--- config.mk ---
export PLATFORM = sky130hd
export DESIGN_NAME = ddd_cmp
export DESIGN_NICKNAME = d
export VERILOG_FILES = /design/src/rtl/core/ddd_pkg.sv /design/src/rtl/core/ddd_cmp.sv
export SDC_FILE = /design/constraint.sdc
export NUM_CORES = 1
export LEC_CHECK = 0
export ABC_AREA = 0
export BUFFER_PORTS_ARGS = -buffer_cell sky130_fd_sc_hd__buf_4
export CORE_UTILIZATION = 25
export CTS_CLUSTER_DIAMETER = 100
export CTS_CLUSTER_SIZE = 30
export DETAILED_ROUTE_END_ITERATION = 7
export GPL_ROUTABILITY_DRIVEN = 0
export PLACE_DENSITY_LB_ADDON = 0.1
export SYNTH_ARGS = -nofsm -noshare
export SYNTH_HDL_FRONTEND = slang
export SYNTH_SLANG_ARGS = --single-unit
export TNS_END_PERCENT = 30
--- constraint.sdc ---
create_clock -name clk -period 1.8 [get_ports clk]
set_input_delay 0.09 -clock clk [delete_from_list [all_inputs] [get_ports clk]]
set_output_delay 0.09 -clock clk [all_outputs]
set_load 0.02 [all_outputs]
--- src/rtl/core/ddd_pkg.sv ---
// shared types and constants for the dihedral duplicate detector
// no dependencies; imported by every module in rtl/core
package ddd_pkg;

  localparam int MAX_RECORDS = 1024;
  localparam int ARMS        = 6;
  localparam int WORD_W      = 32;
  localparam int REC_W       = ARMS * WORD_W;
  localparam int ADDR_W      = (MAX_RECORDS > 1) ? $clog2(MAX_RECORDS) : 1;
  localparam int CNT_W       = $clog2(MAX_RECORDS + 1);
  localparam int OUT_CNT_W   = 11;

  typedef logic [ARMS-1:0][WORD_W-1:0] rec_t;

  typedef enum logic [2:0] {
    ST_IDLE,
    ST_SCAN,
    ST_DRAIN1,
    ST_DRAIN2,
    ST_WRITE,
    ST_OUT
  } state_t;

  // store access from the sequencer
  typedef struct packed {
    logic              wr_en;
    logic [ADDR_W-1:0] wr_addr;
    rec_t              wr_data;
    logic              rd_en;
    logic [ADDR_W-1:0] rd_addr;
  } mem_req_t;

  // compare unit result
  typedef struct packed {
    logic valid;
    logic hit;
  } cmp_res_t;

  // sequencer status seen by the top level
  typedef struct packed {
    state_t           state;
    logic [CNT_W-1:0] count;
    logic             match_seen;
  } ctrl_stat_t;

endpackage

--- src/rtl/core/ddd_cmp.sv ---
// shared compare unit: new record against one stored record under all
// twelve rotations and reflections, result registered; depends on ddd_pkg
module ddd_cmp (
  input  logic              clk,
  input  logic              rst,
  input  logic              in_valid,
  input  ddd_pkg::rec_t     rec_a,
  input  ddd_pkg::rec_t     rec_b,
  output ddd_pkg::cmp_res_t res
);
  import ddd_pkg::*;

  logic [ARMS-1:0] fwd_ok;
  logic [ARMS-1:0] bwd_ok;

  genvar s, k;
  generate
    for (s = 0; s < ARMS; s++) begin : g_shift
      logic [ARMS-1:0] fwd_eq;
      logic [ARMS-1:0] bwd_eq;
      for (k = 0; k < ARMS; k++) begin : g_arm
        localparam int FI = (s + k) % ARMS;
        localparam int BI = (s + ARMS - k) % ARMS;
        assign fwd_eq[k] = (rec_a[k] == rec_b[FI]);
        assign bwd_eq[k] = (rec_a[k] == rec_b[BI]);
      end
      assign fwd_ok[s] = &fwd_eq;
      assign bwd_ok[s] = &bwd_eq;
    end
  endgenerate

  always_ff @(posedge clk) begin
    if (rst) begin
      res.valid <= 1'b0;
    end else begin
      res.valid <= in_valid;
    end
    res.hit <= (|fwd_ok) | (|bwd_ok);
  end

endmodule

# --- Word-level counts from Yosys, hierarchy flattened ---
# Cells that the tools add are included.
word_totals:
  regBits: 2
  latchBits: 0
  mem_bits_rw: 0
  mem_bits_ro: 0
  in_bits: 387
  output_inout_bits: 2
  word_cells: 53
  n_memories: 0
classes:
  n_addsub: 0
  n_mul: 0
  n_div: 0
  n_lt_le_gt_ge: 0
  eq_ne: 36
  n_shift: 0
  n_mux: 0
  n_bitwise: 1
  reduce_logical: 14
ops:
  columns: ["cell", "count"]
  rows:
  - ["equality test 32 bit", 36]
  - ["AND reduction 6 bit", 12]
  - ["OR reduction 6 bit", 2]
  - ["OR 1 bit", 1]

# --- Depth between registers and ports, before layout ---
depth:
  word_depth: 4
  depth_mapped: 8
  mapped_depth_nobuf: 7

# --- Least setup slack after synthesis ---
# No wires, ideal clock.
synth_path:
  path_type: "input port to flip-flop"
  startpoint: "input port rec_b[137] (netlist name)"
  endpoint: "register res[0] (netlist name)"
  setup_time_ps: 62
  t_arrival_ps: 1201
  t_required_ps: 1738
  setup_slack_ps: 537
  stages: 7
  n_path_buf: 1
  cell_sequence: "buf_2 -> xor2_1 -> nor4_1 -> nand4_1 -> nor4_2 -> a22oi_1 -> nand3_1"
synth_via:
  elab_chain_cells: 4
  word_cells_on_any_way: 21
  cone_classes: "eq/ne: 6; bitwise: 1; reduce/logical: 14"
synth_rtl:
  columns: ["element", "line", "source"]
  rows:
  - ["start, declared", "ddd_cmp.sv:8", "input ddd_pkg::rec_t rec_b,"]
  - ["equality test 32 bit", "ddd_cmp.sv:24, ddd_cmp.sv:25", null]
  - ["AND reduction 6 bit, on equally long branches", "ddd_cmp.sv:27, ddd_cmp.sv:28", null]
  - ["OR reduction 6 bit", "ddd_cmp.sv:38", "res.hit <= (|fwd_ok) | (|bwd_ok);"]
  - ["OR 1 bit *", "ddd_cmp.sv:38", null]
  - ["end, declared", "ddd_cmp.sv:9", "output ddd_pkg::cmp_res_t res"]
# Every way passes the cells marked *; elsewhere a longest branch is shown, timed or not.
# A chain may end at the register's enable or synchronous reset.

# --- Worst setup path after layout ---
layout_path:
  startpoint: "input port rec_a[74] (netlist name)"
  endpoint: "register res[0] (netlist name)"
layout_via:
  elab_chain_cells: 4
  word_cells_on_any_way: 21
  cone_classes: "eq/ne: 6; bitwise: 1; reduce/logical: 14"
layout_rtl:
  columns: ["element", "line", "source"]
  rows:
  - ["start, declared", "ddd_cmp.sv:7", "input ddd_pkg::rec_t rec_a,"]
  - ["equality test 32 bit", "ddd_cmp.sv:24, ddd_cmp.sv:25", null]
  - ["AND reduction 6 bit, on equally long branches", "ddd_cmp.sv:27, ddd_cmp.sv:28", null]
  - ["OR reduction 6 bit", "ddd_cmp.sv:38", null]
  - ["OR 1 bit *", "ddd_cmp.sv:38", null]
# Marks and branches as above.

==> results.toml <==
[floorplan]
initial_core_util_pct = 25.4
coreArea_um2 = 60700
num_io_pins = 389
floorplan.die_area_um2 = 62700
die_h_um = 250
dieWidth_um = 250
rows = 90

[sta]
max_freq_mhz = 388
period_needed_ns = 2.58
holdWs_ns = 0.0148
setup_ws_ns = -0.780
finalMaxSlewViolations = 0
rsz0062_at_grt = "yes"
report.final.setup_viol = 1
timing.slew.headroom_pct = 4.42
setup_tns_ns = -0.780
worstMarginPinSlew_ns = 1.42
finalHoldViolCount = 0
finalCritPeriodShare_pct = 143

[route]
drc_errors = 141
vias = 19523
dr.pass1.iters = 8
drtIter0Drc = 3172
wire_per_inst_um = 44.2
routed_wl_um = 149000
ant_nets = 0
vias_per_cell = 5.78

[critical_path]
slowest_stage = "xnor2_1"
path_delay_family = "XOR/XNOR gates"
worstSetupEndpointType = "flip-flop"
cp_max_fo = 4
slowest_delay_ns = 1.09
worstPathRequired_ns = 1.97
cp_num_cells = 9
path_buf_inv = 2
critPathArrivalTime_ns = 2.75
crit_type = "input pin to flip-flop"
cp_cell_sequence = "buf_4 > buf_4 > xnor2_1 > nand4_1 > nor4_2 > nand4_1 > o22ai_2 > a22oi_2 > nand3_1"
start_kind = "input pin"

[synthesis]
syn_inst = 1927
synth.avg_cell_area_um2 = 8.00
ys_warn_count = 0
synth.net_count = 2314
synth_cell_types = 13
yosys.area.top_type = "xnor2_1"
synth-seq-cells = 2
synth_top_family_by_area = "XOR/XNOR gates"
synth_adder_area_share_pct = 0
muxShareOfSynthArea_pct = 0
synth.top_cell.area_share_pct = 43.6
synth-xor-area-share_pct = 65.4
synth_compound_area_share_pct = 0.389
yosys-top-cells-area = "xnor2_1, xor2_1, nand4_1"
ys_seq_area_share_pct = 0.260
netlist_area_um2 = 15400
synth-simple-area-share_pct = 15.7

[final_layout]
fin_nets = 2969
fin_util_pct = 37.2
largest_reg_flops = 2
reg_top3 = "res: 2 flops"
syn2layout_area_growth_pct = 46.3
final_cells = 3375
drive_gt1_share_pct = 42.1
layout_common_cells = "buf_4, xnor2_1, xor2_1"
final_common_cell = "buf_4"
fill_cells = 6369
regMostFlops = "res"

[global_routing]
grt_pass1_wl_um = 188000
grt_max_degree = 7
grt.total_usage_pct = 46.1
grt-ovfl-total = 0
antenna_found_initial = 23
grt_pass1_vias = 18761

[place]
portBuffers = 388
dp.cells = 3361
hpwlAfterDp_um = 122000

[clock_tree]
clk_pin_slew_ns = 0.03
cts_tree = "yes"
cts_root_buffer = "clkbuf_16"
hold_buffers = 0
cts.sinks = 2
cts_buffers = 3
h-tree-depth = 1
clock_path_buffers = 2

[hold_path]
hp-class = "input pin to flip-flop"
hold_depth = 2

[power]
leakage_uw = 0.00890
power_density_nw_per_um2 = 380
ir_drop_uv = 250

[status]
violations = "design-rule violations, negative setup slack"
status = "finished, violations left"

[flow_run]
cap_violations = 0
## per-layer routing
layer | GRT usage [%] | wire (um) | vias up
li1 | - | - | 7521
met2 | 66.6 | 60500 | 1918
met5 | 2.08 | 357 | -
met3 | 22.4 | 20200 | 628
met1 | 52.8 | 54800 | 9436
met4 | 32.5 | 13500 | 20
## where the power goes
part | internal [uW] | switching, uW
combinational | 3290 | 4870
clock | 285 | 77.5
sequential | 45.8 | 0.240
total | 3630 | 4950
## final timing paths
path / from / to / slack (ns)
min: rst / res[1] / 0.01
max: rec_a[74] / res[0] / -0.78
## what timing repair did
item / in CTS / in global routing
setup endpoints to repair: 1 / 1
resized for setup: 55 / 4
buffers inserted: 1 / 1
pin swaps: 23 / 7
## area by class of cell
class	instances	area (um2)	share of cell area [%]
antenna	13	32.5	0.144
clock buffer	3	75.1	0.333
multi-input combinational	1541	13000	57.5
sequential	2	40.0	0.177
tap	782	978	4.34
timing repair buffer	1034	8470	37.5
## kinds of logic (layout without fill, tap and decap cells)
group                  count (synthesis)  in the layout
XOR/XNOR                            1152           1152
flip-flops                             2              2
other                                  0             13
buffers and inverters                384           1037
AO/OA/AOI/OAI                          9              9
AND/OR/NAND/NOR                      380            380
## synth_stat cells
cell       n
o22ai_1    6
nor4_1   142
xor2_1   384
a22oi_1    3
nand4_1  228
nor2b_1    1
nand3_1    1
buf_2    187
nor4_2     8
xnor2_1  768
buf_4     92
buf_6    105
dfxtp_1    2
## stage by stage
| step | setup WS [ns] | total power [uW] | cell area, um2 |
|---|---|---|---|
| after floorplan | 0.537 | 3660 | 15400 |
| after global placement | -0.996 | 7500 | 22000 |
| after detailed placement | -0.905 | 7470 | 22000 |
| after CTS | 0.00412 | 7970 | 22500 |
| after global routing | -0.663 | 8500 | 22500 |
| final | -0.780 | 8580 | 22600 |
Power figures use the tool's default switching activity.
