**config.mk**
```make
export PLATFORM = sky130hd
export DESIGN_NAME = ddd_ctrl
export DESIGN_NICKNAME = d
export VERILOG_FILES = /design/src/rtl/core/ddd_pkg.sv /design/src/rtl/core/ddd_ctrl.sv
export SDC_FILE = /design/constraint.sdc
export NUM_CORES = 1
export LEC_CHECK = 0
export BUFFER_PORTS_ARGS = -buffer_cell sky130_fd_sc_hd__buf_2
export CAP_MARGIN = 20
export CELL_PAD_IN_SITES_DETAIL_PLACEMENT = 1
export CELL_PAD_IN_SITES_GLOBAL_PLACEMENT = 2
export CORE_AREA = 2 2 246 248
export CTS_BUF_LIST = sky130_fd_sc_hd__clkbuf_8
export CTS_CLUSTER_SIZE = 40
export DETAILED_ROUTE_END_ITERATION = 12
export DIE_AREA = 0 0 248 250
export PLACE_DENSITY_LB_ADDON = 0.1
export SKIP_LAST_GASP = 1
export SLEW_MARGIN = 20
export SYNTH_ARGS = -nofsm -noshare
export SYNTH_HDL_FRONTEND = slang
export SYNTH_SLANG_ARGS = --single-unit
```
**constraint.sdc**
```tcl
create_clock -name clk -period 8.4 [get_ports clk]
set_input_delay 1.26 -clock clk [delete_from_list [all_inputs] [get_ports clk]]
set_output_delay 1.26 -clock clk [all_outputs]
set_load 0.01 [all_outputs]
```
**src/rtl/core/ddd_pkg.sv**
```systemverilog
// shared types and constants for the dihedral duplicate detector
// no dependencies; imported by every module in rtl/core
package ddd_pkg;

  localparam int MAX_RECORDS = 1024;
  localparam int ARMS        = 6;
  localparam int WORD_W      = 32;
  localparam int REC_W       = ARMS * WORD_W;
  localparam int ADDR_W      = (MAX_RECORDS > 1) ? $clog2(MAX_RECORDS) : 1;
  localparam int CNT_W       = $clog2(MAX_RECORDS + 1);
  localparam int OUT_CNT_W   = 11;

  typedef logic [ARMS-1:0][WORD_W-1:0] rec_t;

  typedef enum logic [2:0] {
    ST_IDLE,
    ST_SCAN,
    ST_DRAIN1,
    ST_DRAIN2,
    ST_WRITE,
    ST_OUT
  } state_t;

  // store access from the sequencer
  typedef struct packed {
    logic              wr_en;
    logic [ADDR_W-1:0] wr_addr;
    rec_t              wr_data;
    logic              rd_en;
    logic [ADDR_W-1:0] rd_addr;
  } mem_req_t;

  // compare unit result
  typedef struct packed {
    logic valid;
    logic hit;
  } cmp_res_t;

  // sequencer status seen by the top level
  typedef struct packed {
    state_t           state;
    logic [CNT_W-1:0] count;
    logic             match_seen;
  } ctrl_stat_t;

endpackage

```
**src/rtl/core/ddd_ctrl.sv**
```systemverilog
// sequencer: accepts records, scans the store through the compare unit,
// writes the record and issues the verdict; depends on ddd_pkg
module ddd_ctrl (
  input  logic                          clk,
  input  logic                          rst,
  input  logic                          in_valid,
  output logic                          in_stall,
  input  logic [ddd_pkg::WORD_W-1:0]    arm0,
  input  logic [ddd_pkg::WORD_W-1:0]    arm1,
  input  logic [ddd_pkg::WORD_W-1:0]    arm2,
  input  logic [ddd_pkg::WORD_W-1:0]    arm3,
  input  logic [ddd_pkg::WORD_W-1:0]    arm4,
  input  logic [ddd_pkg::WORD_W-1:0]    arm5,
  input  logic                          last_record,
  output logic                          out_valid,
  input  logic                          out_stall,
  output logic                          twins_found,
  output logic                          overflow,
  output logic [ddd_pkg::OUT_CNT_W-1:0] record_count,
  output ddd_pkg::mem_req_t             mreq,
  output ddd_pkg::rec_t                 rec,
  output logic                          rd_pending,
  input  ddd_pkg::cmp_res_t             cres,
  output ddd_pkg::ctrl_stat_t           stat
);
  import ddd_pkg::*;

  state_t           state;
  state_t           state_next;
  logic             last_flag;
  logic [CNT_W-1:0] count;
  logic [CNT_W-1:0] scan_idx;
  logic             match_seen;
  logic             overflow_seen;
  logic             accept;
  logic             full;
  logic             scan_end;
  logic             out_load;

  assign full     = (count >= CNT_W'(MAX_RECORDS));
  assign scan_end = (scan_idx == count - CNT_W'(1));
  assign accept   = in_valid && (state == ST_IDLE);

  always_comb begin
    state_next = state;
    unique case (state)
      ST_IDLE: begin
        if (in_valid) begin
          if (full) begin
            state_next = last_record ? ST_OUT : ST_IDLE;
          end else if ((count == '0) || match_seen) begin
            state_next = ST_WRITE;
          end else begin
            state_next = ST_SCAN;
          end
        end
      end
      ST_SCAN: begin
        if (scan_end) begin
          state_next = ST_DRAIN1;
        end
      end
      ST_DRAIN1: state_next = ST_DRAIN2;
      ST_DRAIN2: state_next = ST_WRITE;
      ST_WRITE:  state_next = last_flag ? ST_OUT : ST_IDLE;
      ST_OUT: begin
        if (!out_valid || !out_stall) begin
          state_next = ST_IDLE;
        end
      end
      default: state_next = ST_IDLE;
    endcase
  end

  always_comb begin
    in_stall     = (state != ST_IDLE);
    mreq.rd_en   = (state == ST_SCAN);
    mreq.rd_addr = scan_idx[ADDR_W-1:0];
    mreq.wr_en   = (state == ST_WRITE);
    mreq.wr_addr = count[ADDR_W-1:0];
    mreq.wr_data = rec;
    out_load     = (state == ST_OUT) && (!out_valid || !out_stall);
  end

  always_ff @(posedge clk) begin
    if (rst) begin
      state         <= ST_IDLE;
      count         <= '0;
      match_seen    <= 1'b0;
      overflow_seen <= 1'b0;
      rd_pending    <= 1'b0;
      out_valid     <= 1'b0;
    end else begin
      state      <= state_next;
      rd_pending <= mreq.rd_en;
      if (cres.valid && cres.hit) begin
        match_seen <= 1'b1;
      end
      if (accept && full) begin
        overflow_seen <= 1'b1;
      end
      if (state == ST_WRITE) begin
        count <= count + CNT_W'(1);
      end
      if (out_load) begin
        out_valid     <= 1'b1;
        count         <= '0;
        match_seen    <= 1'b0;
        overflow_seen <= 1'b0;
      end else if (out_valid && !out_stall) begin
        out_valid <= 1'b0;
      end
    end
  end

  // payload registers
  always_ff @(posedge clk) begin
    if (accept) begin
      rec       <= {arm5, arm4, arm3, arm2, arm1, arm0};
      last_flag <= last_record;
      scan_idx  <= '0;
    end else if (state == ST_SCAN) begin
      scan_idx <= scan_idx + CNT_W'(1);
    end
    if (out_load) begin
      twins_found  <= match_seen;
      overflow     <= overflow_seen;
      record_count <= OUT_CNT_W'(count);
    end
  end

  assign stat.state      = state;
  assign stat.count      = count;
  assign stat.match_seen = match_seen;

endmodule

```
Yosys cells after proc, flatten, opt, wreduce, memory -nomap -nowiden
Cells that the tools add are included.
Widths: inputs -> output; s select.
- register bits after elaboration: 235
- bits of input ports: 199
- output and inout bits: 437
- word-level logic and storage cells: 55
- add/subtract/negate cells: 3
- magnitude comparators: 1
- eq/ne operators: 9
- muxes and demuxes: 10
- reduce and logical (&&, ||, !) cells: 15
- operators by type and width (kind ; count):
    $add 11x1->11 const B ; 2
    $mux 3 ; 7
    $pmux 3 s6 ; 1
    $eq 11x11->1 ; 1
    $ge 11x11->1 const B ; 1
    $logic_not 11->1 ; 1
    $sub 11x1->11 const B ; 1
    $eq 3x2->1 const B ; 2
    $eq 3x3->1 const B ; 2
    $logic_and 1x1->1 ; 5
    $ne 2x2->1 const B ; 2
    $eq 3x1->1 const B ; 1
    $logic_not 3->1 ; 1
    $reduce_and 3->1 ; 1
    $reduce_bool 3->1 ; 1
    $logic_not 1->1 ; 2
    $logic_or 1x1->1 ; 2
    $mux 1 ; 2
    $ne 2x1->1 const B ; 1
    $reduce_bool 2->1 ; 1
    $reduce_or 2->1 ; 1

Depth between registers and ports, before layout
- depth in word-level cells: 6
- mapped depth: 9
- mapped depth without buffers: 8

Least setup slack after synthesis
No wires, ideal clock.
- path type: input to register
- start: in in_valid
- end: reg last_flag, enable pin
- library setup time: 0.633 ns
- arrival time: 6.887 ns
- data required time: 7.767 ns
- setup slack: 0.881 ns
- stages on the path: 3
- buffers on the path: 1
- cells stage by stage: inv_1 > nor2_1 > clkbuf_1
- word-level cells in the longest chain between the ends: 1
- RTL lines (item ; RTL line ; source):
    from (decl) ; ddd_ctrl.sv:6 ; input logic in_valid,
    $logic_and 1x1->1 ; ddd_ctrl.sv:42 ; assign accept = in_valid && (state == ST_IDLE);
    named net accept ; ddd_ctrl.sv:35 ; logic accept;
    to (signal assigned) ; ddd_ctrl.sv:120 ; last_flag <= last_record;
    to (decl) ; ddd_ctrl.sv:30 ; logic last_flag;
The timed path passes the listed nets, and every way through them passes these cells.
A chain may end at the register's enable or synchronous reset.

==> results.json <==
{
  "ant_nets": 0,
  "reg2reg_depth": 4,
  "synth_seq_area_share_pct": 71.1,
  "outcome": "complete, no violations",
  "syn-num-nets": 828,
  "combPwrFrac_pct": 26.4,
  "drive_gt1_share_pct": 63.2,
  "min_to": "overflow",
  "p_switching_uw": 1330,
  "grtUsageTotal_pct": 12.2,
  "grt_pass1_vias": 6534,
  "layout.nets": 1291,
  "clock_path_buffers": 3,
  "hold_viol_final": 0,
  "ioPinCount": 636,
  "rrSetupSlack_ps": 5580,
  "syn_area_mm2": 0.00952,
  "antenna_found_initial": 15,
  "drc": 0,
  "netlist_instances": 626,
  "drt_first_iter_violations": 188,
  "drt-met1-wl_mm": 13.1,
  "irDropWorstVdd_uv": 150,
  "finalSetupViolCount": 0,
  "cp.arrival_ps": 2070,
  "overflow": 0,
  "setup_ws_ps": 5070,
  "p_int_uw": 2530,
  "start_util_pct": 16.0,
  "portBuffers": 635,
  "cts_tree": "done",
  "hp-class": "register to register",
  "dieArea_mm2": 0.0620,
  "drt-total-wl_mm": 40.1,
  "p_per_area_mw_per_mm2": 299,
  "start_kind": "register",
  "r2r-start": "state[2]",
  "clkPwrFrac_pct": 28.6,
  "sw_frac_of_total_pct": 34.4,
  "dr_wl_met3_mm": 3.41,
  "p_leak_uw": 0.00565,
  "rows": 90,
  "clkLatencyLatePin_ps": 600,
  "route.vias.total": 6432,
  "ys_async_sr_fraction_pct": 0,
  "synth_cell_type_count": 49,
  "cts_buffers": 48,
  "vias_per_cell": 3.36,
  "area_growth_pct": 35.6,
  "holdCritStartpoint": "overflow_seen",
  "clock-skew-final_ps": 23.3,
  "first_pass_iters": 4,
  "avgSynthCellArea_um2": 15.2,
  "synth_top_area_cell": "edfxtp_1",
  "worst_slew_pin_slew_ps": 1050,
  "power_frac_seq_pct": 45.1,
  "synth_ff_type": "edfxtp_1",
  "whs_path_depth": 0,
  "dr.max_layer_used": "met5",
  "wl_per_cell_um": 20.9,
  "period_share_pct": 39.7,
  "cp-startpoint": "state[0]",
  "report.final.slew_viol_count": 0,
  "setup-tns-final_ps": 0,
  "clkSinkCount": 235,
  "clock.fmax_mhz": 300,
  "grt_max_degree": 74,
  "htreeDepth": 2,
  "rsz0062_at_grt": "no",
  "cts_root_buffer": "clkbuf_8",
  "finalCriticalPeriod_ps": 3330,
  "dp.final_hpwl_mm": 32.3,
  "yosysWarnings": 0,
  "place_ws_ps": 4980,
  "synth_seq_cells": 235,
  "globalplace.congestion": 0.768,
  "synthTopCellsByArea": "edfxtp_1 65%, buf_4 17%, dfxtp_1 6.1%",
  "die_h_um": 250,
  "wl_met2_mm": 22.7,
  "core_area_mm2": 0.0596,
  "critPathKind": "register to output port",
  "synth_top_area_share_pct": 65.0,
  "grt_pass1_wl_mm": 52.4,
  "postCtsHoldBufs": 0,
  "required_ps": 7140,
  "r2r_end": "mreq[132]",
  "critPathMaxFanout": 12,
  "fillers": 6768,
  "cts_setup_buffers": 0,
  "relSlewSlack_pct": 30.3,
  "cap_violations": 0,
  "totalPowerFinal_uw": 3860,
  "final_core_util_pct": 21.7,
  "synth_enable_flop_cells": 206,
  "cts_repair_resize_count": 0,
  "clk_pin_slew_ps": 60,
  "cp-end-kind": "output port",
  "die_x_um": 248
}
## area by class of cell
class	instances	area, um2	area share [%]
tap	782	978	7.58
clock inverter	36	176	1.37
sequential	235	6770	52.4
multi-input combinational	158	1050	8.10
clock buffer	50	688	5.33
antenna	7	17.5	0.136
timing repair buffer	639	3210	24.8
inverter	7	31.3	0.242
## cells by family after synthesis
kind of cell | count (synthesis) | share of synthesized area [%]
flops | 235 | 71.1
buf+inv | 233 | 18.1
compound gates | 41 | 2.84
mux | 1 | 0.118
simple gates | 85 | 4.94
xor+xnor | 28 | 2.58
fa+ha+maj | 3 | 0.394
## routing by layer
metal	up-vias	GRT usage [%]
li1	2949	-
met1	3109	11.4
met2	295	24.1
met3	67	4.62
met4	12	3.51
met5	-	0
## power by group through the flow
stage                     combinational, uW  sequential (uW)  clock (uW)
after floorplan                         615             1890           0
after global placement                 1070             1770           0
after detailed placement               1060             1780           0
after CTS                              1060             1750        1180
after global routing                   1110             1780        1220
final                                  1020             1740        1100
## synthesized netlist by cell type, types with 2 or more instances
| library cell | count |
|---|---|
| nor2_1 | 30 |
| inv_1 | 6 |
| a211o_1 | 2 |
| nand4_1 | 7 |
| a21oi_1 | 15 |
| nor3b_2 | 2 |
| nand3_1 | 6 |
| a21o_1 | 2 |
| o21ai_0 | 6 |
| o211ai_1 | 3 |
| xor2_1 | 13 |
| nor3_1 | 3 |
| and3_1 | 5 |
| nor3_4 | 2 |
| edfxtp_1 | 206 |
| ha_1 | 3 |
| nand2_1 | 14 |
| buf_4 | 215 |
| xnor2_1 | 15 |
| clkbuf_1 | 5 |
| a31oi_1 | 3 |
| or3_1 | 5 |
| dfxtp_1 | 29 |
| buf_6 | 4 |
## how the worst max path moves through the flow
stage                      to  slack [ps]  cells after the start
floorplan           last_flag         880                      3
global placement    mreq[165]        5010                      5
detailed placement  mreq[132]        4980                      5
CTS                  mreq[10]        4940                      3
global route        mreq[213]        4880                      2
finish               mreq[10]        5070                      3
## layout by cell type (no fill, tap or decap), drive strengths merged, types with 13 or more instances in the layout
master  Yosys  routed
a21oi      15      15
buf       220     639
clkbuf      6      50
clkinv      0      14
dfxtp      29      29
edfxtp    206     206
inv         7      28
nand2      14      14
nor2       30      30
xnor2      15      15
xor2       13      13
## critical path, cell delays in order, from the launching register on
cell and delay (ps):
dfxtp_1 600, or3b_1 580, inv_6 160, buf_2 140
## stage by stage
stage	hold WS (ps)	cells	area, um2
after global routing	474	1910	12900
after detailed placement	420	1821	12000
final	439	1914	12900
after floorplan	409	626	9520
after CTS	446	1907	12900
after global placement	449	1821	12000
## flip-flops by register name, indices dropped and copies added, names as in the netlist
name and count:
overflow 1, twins_found 1, mreq 192, out_valid 1, overflow_seen 1, state 3
match_seen 1, record_count 11, rd_pending 1, last_flag 1, count 11, scan_idx 11
Power figures use the tool's default switching activity.
